<file path="src/design/npcm_pkg.sv">
// shared types and constants of the nearest palette color mapper
`default_nettype none

package npcm_pkg;

  // default palette capacity
  localparam int unsigned PaletteMaxDef = 256;
  // palette_index range caps the number of cells
  localparam int unsigned IndexW  = 8;
  localparam int unsigned IndexLim = 256;
  localparam int unsigned CountW  = 9;
  localparam int unsigned ColorW  = 32;
  // largest squared rgba distance is 4 * 255 * 255, fits 18 bits
  localparam int unsigned DistW   = 18;

  // tuser codes of the input stream
  typedef enum logic {
    CMD_LOAD = 1'b0,
    CMD_MAP  = 1'b1
  } cmd_e;

  // pixel record handed from cell to cell
  typedef struct packed {
    logic              valid;
    logic              done;
    logic              pass;
    logic [ColorW-1:0] pixel;
    logic [DistW-1:0]  best_d;
    logic [IndexW-1:0] best_i;
    logic [ColorW-1:0] best_c;
  } stage_t;

endpackage

`default_nettype wire

</file>
<file path="src/design/npcm_cell.sv">
// one palette cell: holds one entry and updates the passing pixel record
`default_nettype none

module npcm_cell
  import npcm_pkg::*;
#(
  parameter int unsigned CellIdx = 0
) (
  input  wire logic              clk_i,
  input  wire logic              rst_ni,
  input  wire logic              adv_i,
  input  wire logic              load_en_i,
  input  wire logic [IndexW-1:0] load_idx_i,
  input  wire logic [ColorW-1:0] load_color_i,
  input  wire logic [CountW-1:0] count_i,
  input  wire stage_t            stage_i,
  output stage_t                 stage_o
);

  logic [ColorW-1:0] entry_q;
  stage_t            stage_q, stage_d;
  logic              active;
  logic              hit;
  logic [DistW-1:0]  sq_dist;

  // squared distance of one 8-bit channel
  function automatic logic [15:0] chan_sq(input logic [7:0] a, input logic [7:0] b);
    logic [7:0] d;
    d = (a > b) ? (a - b) : (b - a);
    return 16'(d) * 16'(d);
  endfunction

  // palette entry, written by a load transfer to this slot
  always_ff @(posedge clk_i) begin
    if (load_en_i && (load_idx_i == IndexW'(CellIdx))) begin
      entry_q <= load_color_i;
    end
  end

  assign active  = (CountW'(CellIdx) < count_i);
  assign hit     = (entry_q == stage_i.pixel) ||
                   ((entry_q[31:24] == 8'h00) && (stage_i.pixel[31:24] == 8'h00));
  assign sq_dist = DistW'(chan_sq(entry_q[7:0],   stage_i.pixel[7:0]))   +
                   DistW'(chan_sq(entry_q[15:8],  stage_i.pixel[15:8]))  +
                   DistW'(chan_sq(entry_q[23:16], stage_i.pixel[23:16])) +
                   DistW'(chan_sq(entry_q[31:24], stage_i.pixel[31:24]));

  // compare step: exact or transparent hit ends the search, else keep the nearer
  always_comb begin
    stage_d = stage_i;
    if (stage_i.valid && !stage_i.done && !stage_i.pass && active) begin
      if (hit) begin
        stage_d.done   = 1'b1;
        stage_d.best_i = IndexW'(CellIdx);
        stage_d.best_c = entry_q;
      end else if (sq_dist < stage_i.best_d) begin
        stage_d.best_d = sq_dist;
        stage_d.best_i = IndexW'(CellIdx);
        stage_d.best_c = entry_q;
      end
    end
  end

  // record register toward the next cell
  always_ff @(posedge clk_i or negedge rst_ni) begin
    if (!rst_ni) begin
      stage_q <= '0;
    end else if (adv_i) begin
      stage_q <= stage_d;
    end
  end

  assign stage_o = stage_q;

endmodule

`default_nettype wire

</file>
<file path="config.mk">
export PLATFORM = sky130hd
export DESIGN_NAME = npcm_cell
export DESIGN_NICKNAME = d
export VERILOG_FILES = /design/src/design/npcm_pkg.sv /design/src/design/npcm_cell.sv
export SDC_FILE = /design/constraint.sdc
export NUM_CORES = 1
export LEC_CHECK = 0
export BUFFER_PORTS_ARGS = -buffer_cell sky130_fd_sc_hd__buf_4
export CAP_MARGIN = 30
export CORE_MARGIN = 4
export CORE_UTILIZATION = 52
export CTS_BUF_LIST = sky130_fd_sc_hd__clkbuf_8
export DETAILED_ROUTE_END_ITERATION = 12
export PLACE_DENSITY = 0.77
export RECOVER_POWER = 50
export SLEW_MARGIN = 40
export SYNTH_ARGS = -nofsm -noshare
export SYNTH_HDL_FRONTEND = slang
export SYNTH_SLANG_ARGS = --single-unit
</file>
<file path="constraint.sdc">
create_clock -name clk_i -period 10.51 [get_ports clk_i]
set_input_delay 0.5255 -clock clk_i [delete_from_list [all_inputs] [get_ports clk_i]]
set_output_delay 0.5255 -clock clk_i [all_outputs]
set_load 0.03 [all_outputs]
</file>
# [Yosys cells after proc, flatten, opt, wreduce, memory -nomap -nowiden]
# Cells that the tools add are included.
[word_totals] regBits=125 in_bits=146 wordCells=51
[op_classes] addsub=11 mul=4 order_cmp=6 n_eq_ne=1 mux=10 reduce_logical=11
[ops] op="$mux W58" count=2
[ops] op="$mul A8 B8 Y16" count=4
[ops] op="$sub A8 B8 Y8" count=8
[ops] op="$mux W40" count=1
[ops] op="$eq A32 B32 Y1" count=1
[ops] op="$gt A8 B8 Y1" count=4
[ops] op="$mux W8" count=4
[ops] op="$logic_not A8 Y1" count=3
[ops] op="$add A17 B16 Y18" count=1
[ops] op="$add A18 B16 Y18" count=1
[ops] op="$lt A18 B18 Y1" count=1
[ops] op="$mux W18" count=1
[ops] op="$add A16 B16 Y17" count=1
[ops] op="$lt A1 B9 Y1 const A" count=1
[ops] op="$logic_and A1 B1 Y1" count=5
[ops] op="$logic_not A1 Y1" count=2
[ops] op="$mux W1" count=2
[ops] op="$logic_or A1 B1 Y1" count=1

# [Longest topological paths before layout]
# Gate-level depths: netlist of the first run.
[logic_depth] ltp_word=10 mapped_depth=46

# [Worst setup path after synthesis of the first run]
# OpenSTA, ideal clock, no wires.
[synth_path] path_type="input port to flip-flop" startpoint="input port stage_i[58] (netlist name)" endpoint="register stage_q (netlist bit stage_o[57])" setup_ps=118 arrival_ps=10103 required_ps=10392 slack_ps=289 path_stages=37 n_path_buf=0 path_cell_list="ha_1 -> inv_1 -> fa_1 -> a21oi_1 -> o21ai_0 -> o41ai_1 -> o21ai_4 -> mux2i_2 -> o221ai_2 -> xor2_2 -> nand2_1 -> fa_1 -> inv_1 -> fa_1 -> fa_1 -> inv_1 -> fa_1 -> inv_1 -> fa_1 -> fa_1 -> fa_1 -> fa_1 -> ha_1 -> nand3_1 -> o2111ai_1 -> a21oi_1 -> o21ai_0 -> a211oi_1 -> a21oi_1 -> xor2_1 -> ha_1 -> and4_1 -> a2111o_1 -> a21oi_1 -> nand2_2 -> a31o_2 -> a21o_1"
[synth_via] elab_chain_cells=10
[synth_rtl] item="from (decl)" line_no="npcm_cell.sv:16" source="input wire stage_t stage_i,"
[synth_rtl] item="$sub A8 B8 Y8 / $gt A8 B8 Y1 (equally long branches)" line_no="npcm_cell.sv:29" source="d = (a > b) ? (a - b) : (b - a);"
[synth_rtl] item="$mux W8" line_no="npcm_cell.sv:29"
[synth_rtl] item="$mul A8 B8 Y16" line_no="npcm_cell.sv:30" source="return 16'(d) * 16'(d);"
[synth_rtl] item="$add A16 B16 Y17" line_no="npcm_cell.sv:43" source="assign sq_dist = DistW'(chan_sq(entry_q[7:0], stage_i.pixel[7:0])) +"
[synth_rtl] item="$add A17 B16 Y18" line_no="npcm_cell.sv:44" source="DistW'(chan_sq(entry_q[15:8], stage_i.pixel[15:8])) +"
[synth_rtl] item="$add A18 B16 Y18" line_no="npcm_cell.sv:45" source="DistW'(chan_sq(entry_q[23:16], stage_i.pixel[23:16])) +"
[synth_rtl] item="$lt A18 B18 Y1" line_no="npcm_cell.sv:56" source="end else if (sq_dist < stage_i.best_d) begin"
[synth_rtl] item="$mux W58" line_no="npcm_cell.sv:56"
[synth_rtl] item="$mux W18 (*)" line_no="npcm_cell.sv:52" source="if (hit) begin"
[synth_rtl] item="$mux W58 (*)" line_no="npcm_cell.sv:51" source="if (stage_i.valid && !stage_i.done && !stage_i.pass && active) begin"
[synth_rtl] item="to (signal assigned)" line_no="npcm_cell.sv:69" source="stage_q <= stage_d;"
[synth_rtl] item="to (decl)" line_no="npcm_cell.sv:21" source="stage_t stage_q, stage_d;"
# Every way passes the cells marked *; elsewhere a longest branch is shown, timed or not.
# A chain may end at the register's enable or synchronous reset.

# [Worst setup path after layout of the first run]
[layout_path] startpoint="register entry_q[8]" endpoint="register stage_q (netlist bit stage_o[11])"
[layout_via] elab_chain_cells=10
[layout_rtl] item="from (decl)" line_no="npcm_cell.sv:20" source="logic [ColorW-1:0] entry_q;"
[layout_rtl] item="from (signal assigned)" line_no="npcm_cell.sv:36" source="entry_q <= load_color_i;"
[layout_rtl] item="$sub A8 B8 Y8 / $gt A8 B8 Y1 (equally long branches)" line_no="npcm_cell.sv:29"
[layout_rtl] item="$mux W8" line_no="npcm_cell.sv:29"
[layout_rtl] item="$mul A8 B8 Y16" line_no="npcm_cell.sv:30"
[layout_rtl] item="$add A16 B16 Y17" line_no="npcm_cell.sv:43"
[layout_rtl] item="$add A17 B16 Y18" line_no="npcm_cell.sv:44"
[layout_rtl] item="$add A18 B16 Y18" line_no="npcm_cell.sv:45"
[layout_rtl] item="$lt A18 B18 Y1" line_no="npcm_cell.sv:56"
[layout_rtl] item="$mux W58" line_no="npcm_cell.sv:56"
[layout_rtl] item="$mux W40 (*)" line_no="npcm_cell.sv:52"
[layout_rtl] item="$mux W58 (*)" line_no="npcm_cell.sv:51"
# Marked as above.

==> impl_results.md, run 1 <==
- Top-count cell post-synth: inv_1
- Number of synthesized flops with an enable pin: 32
- Dpl ws: -0.4697 ns
- H-tree levels: 4
- Hold Vio Cnt, Final: 0
- WP data required: around 11 ns
- Syn_area_per_cell: 9.721 um2
- Multiplexer share of the synthesized area: 0.07673
- Total core area: roughly 29,000 um2
- Filler cell count: 2,045
- Worst-Skew Late Latency: ~0.46 ns
- Drt pass-1 iters: 5
- Synth Area in Simple Gates: 0.09433
- Die span in x: roughly 180 um
- Post-layout minimum cycle time: 10.61 ns
- Main combinational cell family by area after synthesis: adder cells
- Met3 Use GR: 0.05820
- Distinct cells, synth: about 80
- Clk slew on worst S/H paths: about 0.08 ns
- Clock tree from TritonCTS: built
- Max-Slew Margin vs Limit: -1.098
- Ant diodes: 0
- Clk buf depth: 2
- Nets: around 2,500
- Synth Area in Compound Gates: 0.08594
- Design area: 19,950 um2
- Synth Warn #: 0
- Root buffer cell: clkbuf_8
- Max-slew violation count: around 130
- Sequential share of the synthesized area: 0.2161
- Synth top area cells: fa_1 (25%), dfrtp_1 (15%), ha_1 (15%), inv_1 (9.1%), edfxtp_1 (6.3%)
- Total CTS buffers: 17
- Initial core utilization: 0.5286
- Die area: 32,060 um2
- Most used cell, CP: fa_1
- Met2 usage: 0.4394
- Commonest cells post-synth: inv_1 (369), fa_1 (190), ha_1 (180)
- Clock Skew: between 0.015 and 0.02 ns
- Total gr overflow: 0
- Crit Path Max Fanout: 5
- Failing checks: capacitance limit, slew limit, setup timing
- Max incr delay on CP: about 0.6 ns
- Share of flip-flops with an asynchronous set or reset: 0.7440
- Die Height: between 150 and 200 um
- Kind of critical path: flip-flop to flip-flop
- RePlAce Congestion: between 0.9 and 1
- Clk sinks: between 100 and 150
- Status: finished with violations
- First-pass GRT wire length: about 65,000 um
- Min-Delay Path Class: input pin to flip-flop
- Syn nets: between 2,000 and 2,500
- Area Growth Syn to Fin: 31.16%
- Final worst setup slack: -0.1043 ns
- Setup Viol. Count Final: 29
- Crit path max-delay cell type: fa_1
- Number of global-route vias before repair: roughly 13,000
- FP Rows: between 60 and 70
- Adder-cell share of the synthesized area: 0.3981
- Crit start category: flip-flop
- Post-route DRC: 0
- CP endpoint kind: flip-flop
- Met1 usage: 0.3190
- DRT iter0 DRCs: around 630
- RSZ-0062 raised after global routing: true
- Post-DP HPWL: 33,040 um
- Synth Area in XOR/XNOR: 0.02566
- Synth Flop Type: dfrtp_1
- Tot GR Track Use: 0.2557
- Post-synthesis cell area: around 15,000 um2
- DRT antenna net count: 0
- Fin crit share: 1.010
- Layout cells sized above 1: 0.3053
- Drt total wl: 41,380 um
- Synthesis-stage register bit count: ~130
- Via Count: 12,533
- Synth top area share: 0.2500
- Vias per inst: around 5.2
- Register Area: about 3300 um2
- Final Util: 0.6933
- Peak Freq: between 90 and 100 MHz
- Largest net degree at the start of global routing: 87
- Post-DP Area: about 19,000 um2
- Worst Tran Pin Value: between 3 and 4 ns
- I/O Pins: 239
- Multi-input gate area: approximately 11,000 um2
- Final std cells w/o fill: roughly 2,400
- Syn Inst Count: between 1,500 and 2,000
- Hold-fix buffers, CTS: 0
- Max Cap Viol: 3
- Area leader, netlist: fa_1
- Critical Path AT: 10.92 ns
- DP Cell Count: 2,334
- IO buf count: between 200 and 250
- Initial antenna violation count: 0
- Gr busiest metal: met2
- Avg WL per Cell: 17.30 um
==> registers in the layout, summed over array words and instances (netlist names) <==
signal / cells
stage_o: 93
entry_q: 32
==> repair_timing <==
item,4_1_cts,5_1_grt
pin swaps,8,73
gates cloned,1,4
setup buffers,3,19
gates resized for setup,19,99
endpoints found under the setup margin,58,58
==> critical path: cells and delay by family, from the launching register on <==
family / cells / cell delay [ns]
adders and majority gates: 12 / 5.14
AOI/OAI and AO/OA: 11 / 2.40
buffers and inverters: 8 / 0.86
muxes: 3 / 0.84
and+or+nand+nor: 5 / 0.64
DFF: 1 / 0.40
xor gates and xnor gates: 1 / 0.16
==> metrics by stage <==
step / hold slack [ns] / setup TNS [ns]
after floorplan: 0.2299 / 0
after global placement: 0.4908 / -7.875
after detailed placement: 0.4967 / -22.88
after CTS: 0.07140 / 0
after global routing: 0.2145 / -16.39
final: 0.2600 / -1.104
==> path summary, 6_finish.rpt <==
path,start,end,slack [ns],cells past startpoint
min reg2reg,stage_o[90],stage_o[90],0.51,1
min in group asynchronous,rst_ni,stage_o[42],0.89,1
max reg2reg,entry_q[8],stage_o[11],-0.10,40
max,entry_q[8],stage_o[11],-0.10,40
min,load_color_i[15],entry_q[15],0.26,1
max in group asynchronous,rst_ni,stage_o[20],5.60,2
==> layout by cell type, fill, tap and decap left out, types with 7 or more instances in the layout <==
| cell | instances |
|---|---|
| buf_4 | 394 |
| inv_1 | 367 |
| fa_1 | 185 |
| ha_1 | 174 |
| nor2_1 | 139 |
| dfrtp_1 | 93 |
| a21oi_1 | 79 |
| mux2i_1 | 60 |
| nand2_1 | 44 |
| mux2_2 | 37 |
| edfxtp_1 | 32 |
| clkbuf_4 | 32 |
| a21o_1 | 22 |
| nand3_1 | 20 |
| xnor2_1 | 19 |
| clkbuf_8 | 19 |
| xor2_1 | 17 |
| nand2b_1 | 16 |
| buf_6 | 13 |
| nand4_1 | 12 |
| o21ai_0 | 11 |
| o21ai_1 | 10 |
| nor3_1 | 9 |
| nor2b_1 | 9 |
| o21bai_1 | 9 |
| o211ai_1 | 8 |
| and2_1 | 7 |
| or2_2 | 7 |
==> layer usage <==
layer  up-vias  share of wire  wire (um)
li1       5854              -          -
met3        78          0.064       2647
met1      6227           0.40      16460
met2       374           0.51      21010
met5         -              0          0
met4         0          0.030       1258
==> logic make-up (layout without fill, tap and decap cells) <==
group,count (synthesis),after routing
fa+ha+maj,370,370
mux,111,111
flops,125,125
simple gates,309,310
compound gates,199,199
buf+inv,409,851
xor+xnor,42,42
==> area by class of cell <==
cell class | count | area share
multi-input combinational | 1032 | 0.5446
timing repair buffer | 448 | 0.1743
sequential | 125 | 0.1648
inverter | 371 | 0.06979
tap | 384 | 0.02408
clock buffer | 19 | 0.01311
clock inverter | 13 | 0.009343
Power of run 1 is left out: the tool's default activity adds up to more than one toggle a clock period on the data nets, which glitch-free logic cannot reach.
==> run 2, diff against run 1 <==
--- a/config.mk
+++ b/config.mk
@@ -7,13 +7,15 @@
 export LEC_CHECK = 0
 export BUFFER_PORTS_ARGS = -buffer_cell sky130_fd_sc_hd__buf_4
 export CAP_MARGIN = 30
+export CELL_PAD_IN_SITES_DETAIL_PLACEMENT = 2
+export CELL_PAD_IN_SITES_GLOBAL_PLACEMENT = 2
+export CORE_ASPECT_RATIO = 1.75
 export CORE_MARGIN = 4
-export CORE_UTILIZATION = 52
+export CORE_UTILIZATION = 34
 export CTS_BUF_LIST = sky130_fd_sc_hd__clkbuf_8
 export DETAILED_ROUTE_END_ITERATION = 12
-export PLACE_DENSITY = 0.77
+export PLACE_DENSITY_LB_ADDON = 0.1
 export RECOVER_POWER = 50
-export SLEW_MARGIN = 40
 export SYNTH_ARGS = -nofsm -noshare
 export SYNTH_HDL_FRONTEND = slang
 export SYNTH_SLANG_ARGS = --single-unit
==> run 2 against run 1 <==
- the flow still finishes with violations (capacitance limit, slew limit, setup timing)
- cell count up 13%
- worst hold slack worse by 0.035 ns
- critical path type unchanged
- highest routed layer unchanged
- clock skew down 0.0060 ns
- core utilization down 21 points
- final area up 7.0%
- die area up 51%
- flip-flop and latch count unchanged
- critical endpoint is now stage_o[12]
- non-clock buffer count up 122
- fmax down 0.96%
- worst setup slack worse by 0.10 ns
==> impl_results.md, run 2 (synthesis gave the netlist of run 1 again) <==
- I/O Pins: 239 (unchanged)
- Failing checks: capacitance limit, slew limit, setup timing
- Crit path max-delay cell type: fa_2
- Commonest non-fill, non-tap cell in the layout: buf_4
- Worst-Skew Late Latency: 0.50 ns (+0.04 ns)
- Vias per inst: 4.896 (-6.6%)
- Min-Delay Path Class: input pin to flip-flop
- DRT antenna net count: 0 (unchanged)
- Die Height: 287.8 um (+61%)
- Avg WL per Cell: 21.79 um (+26%)
- Area Growth Syn to Fin: 40.36%
- RR Startpoint: entry_q[8]
- Hold Vio Cnt, Final: 0 (unchanged)
- Post-layout minimum cycle time: 10.72 ns (+0.1025 ns)
- Layout cells sized above 1: 0.3706 (+0.06532)
- Kind of critical path: flip-flop to flip-flop
- H-tree levels: 4 (unchanged)
- WP data required: 10.85 ns (+0.03 ns)
- Via Count: 13,234 (+5.6%)
- Largest net degree at the start of global routing: 81 (-6.9%)
- Number of global-route vias before repair: 16,246 (+21%)
- Peak Freq: 93.31 MHz (-0.96%)
- Max Cap Viol: 1 (-2)
- Total core area: 44,290 um2 (+54%)
- DP Cell Count: 2,619 (+12%)
- FP Rows: 102 (+65%)
- Final Util: 0.4822 (-0.2112)
- RSZ-0062 raised after global routing: true
- Clk sinks: 125 (unchanged)
- Tot GR Track Use: 0.2426 (-0.01307)
- Setup Viol. Count Final: 58 (+100%)
- Initial antenna violation count: 3 (+3)
- Status: finished with violations
- Worst Tran Pin Value: 2.271 ns (-0.8760 ns)
- DRT iter0 DRCs: 330 (-48%)
- Crit. Startpoint: entry_q[8]
- Initial core utilization: 0.3435 (-0.1851)
- First-pass GRT wire length: 89,840 um (+38%)
- Post-DP HPWL: 48,600 um (+47%)
- Max-Slew Margin vs Limit: -0.5141 (+0.5840)
- Critical Path AT: 11.06 ns (+0.14 ns)
- Clock tree from TritonCTS: built
- Clk buf depth: 2 (unchanged)
- CP endpoint kind: flip-flop
- Crit Path Max Fanout: 8 (+3)
- IO buf count: 238 (unchanged)
- Final std cells w/o fill: 2,703 (+13%)
- Most used cell, CP: fa_2
- Fin crit share: 1.020 (+0.009749)
- Max FFs per register: 93 (unchanged)
- Final worst setup slack: -0.2068 ns (-0.1025 ns)
- Max incr delay on CP: 0.62 ns (+0.03 ns)
- Max-slew violation count: 37 (-71%)
- Drt total wl: 58,910 um (+42%)
- Most frequent cells in the layout: buf_4 (517), inv_1 (364), fa_1 (173), ha_1 (173), nor2_1 (136)
- Nets: 2,632 (+4.8%)
- RePlAce Congestion: 0.8307 (-11%)
- Total CTS buffers: 17 (unchanged)
- Crit start category: flip-flop
- Post-route DRC: 0 (unchanged)
- Total gr overflow: 0 (unchanged)
- Die area: 48,330 um2 (+51%)
- Dpl ws: -0.9365 ns (-0.4669 ns)
- Clock Skew: 0.009533 ns (-0.006020 ns)
- Drt pass-1 iters: 6 (+1)
- Die span in x: 167.9 um (-6.2%)
- Clk slew on worst S/H paths: 0.09 ns (about the same)
- Min-delay src: load_color_i[14]
- Filler cell count: 4,670 (+130%)
- Root buffer cell: clkbuf_8
## run 2: cell count changes in the layout (fill, tap and decap cells not counted), moves of 7 or more
cell     delta
mux2i_1     -7
fa_1       -12
a21oi_2     +7
nand3_1     -7
fa_2       +12
nand3_2     +7
buf_4     +123
## run 2: worst paths after layout
| path | end | slack, ns | depth (start not counted) |
|---|---|---|---|
| worst max-delay path | stage_o[12] | -0.21 | 42 |
| worst min-delay path | entry_q[14] | 0.22 | 1 |
| worst max register to register | stage_o[12] | -0.21 | 42 |
| worst min register to register | stage_o[80] | 0.52 | 1 |
| max in group asynchronous | stage_o[1] | 7.42 | 3 |
| min in group asynchronous | stage_o[20] | 1.23 | 2 |
## run 2: critical path: cells and delay by family (launching register included)
| kind | cells | cell delay [ns] |
|---|---|---|
| xor gates and xnor gates | 1 | 0.07 |
| buffers and inverters | 8 | 1.05 |
| and+or+nand+nor | 4 | 0.30 |
| DFF | 1 | 0.40 |
| muxes | 3 | 0.81 |
| adders and majority gates | 12 | 5.23 |
| AOI/OAI and AO/OA | 14 | 2.64 |
## run 2: final cells by class
cell class,instances,area (um2),area share
tap,572,715.7,0.03352
clock buffer,17,234.0,0.01096
antenna,2,5.005,0.0002344
timing repair buffer,570,4473,0.2095
sequential,125,3288,0.1540
clock inverter,15,155.1,0.007266
multi-input combinational,1031,11090,0.5193
inverter,371,1393,0.06522
## run 2: layer usage
metal / global-route usage / share of wire / routed length, um / vias to the layer above
li1: - / - / - / 6091
met1: 0.2346 / 0.33 / 19560 / 6853
met2: 0.5113 / 0.61 / 35810 / 219
met3: 0.03421 / 0.031 / 1834 / 71
met4: 0.07472 / 0.029 / 1700 / 0
met5: 0 / 0 / 0 / -
## run 2: timing repair
action / CTS / global route
resized for setup: 107 / 78
buffers inserted: 33 / 12
hold endpoints to repair: 2 / 0
hold buffers: 1 / 0
gates cloned: 2 / 2
pin swaps: 66 / 44
setup endpoints to repair: 58 / 58
## run 2: through the flow
step	hold WS [ns]	cell area [um2]	setup TNS, ns
6_report	0.2247	21350	-6.914
3_5_place_dp	0.4963	19720	-50.06
4_1_cts	0.1739	20900	-8.056
5_1_grt	0.1927	21350	-33.56
2_1_floorplan	0.2299	15210	0
3_3_place_gp	0.4930	19720	-27.78
Power of run 2 is left out for the same reason.
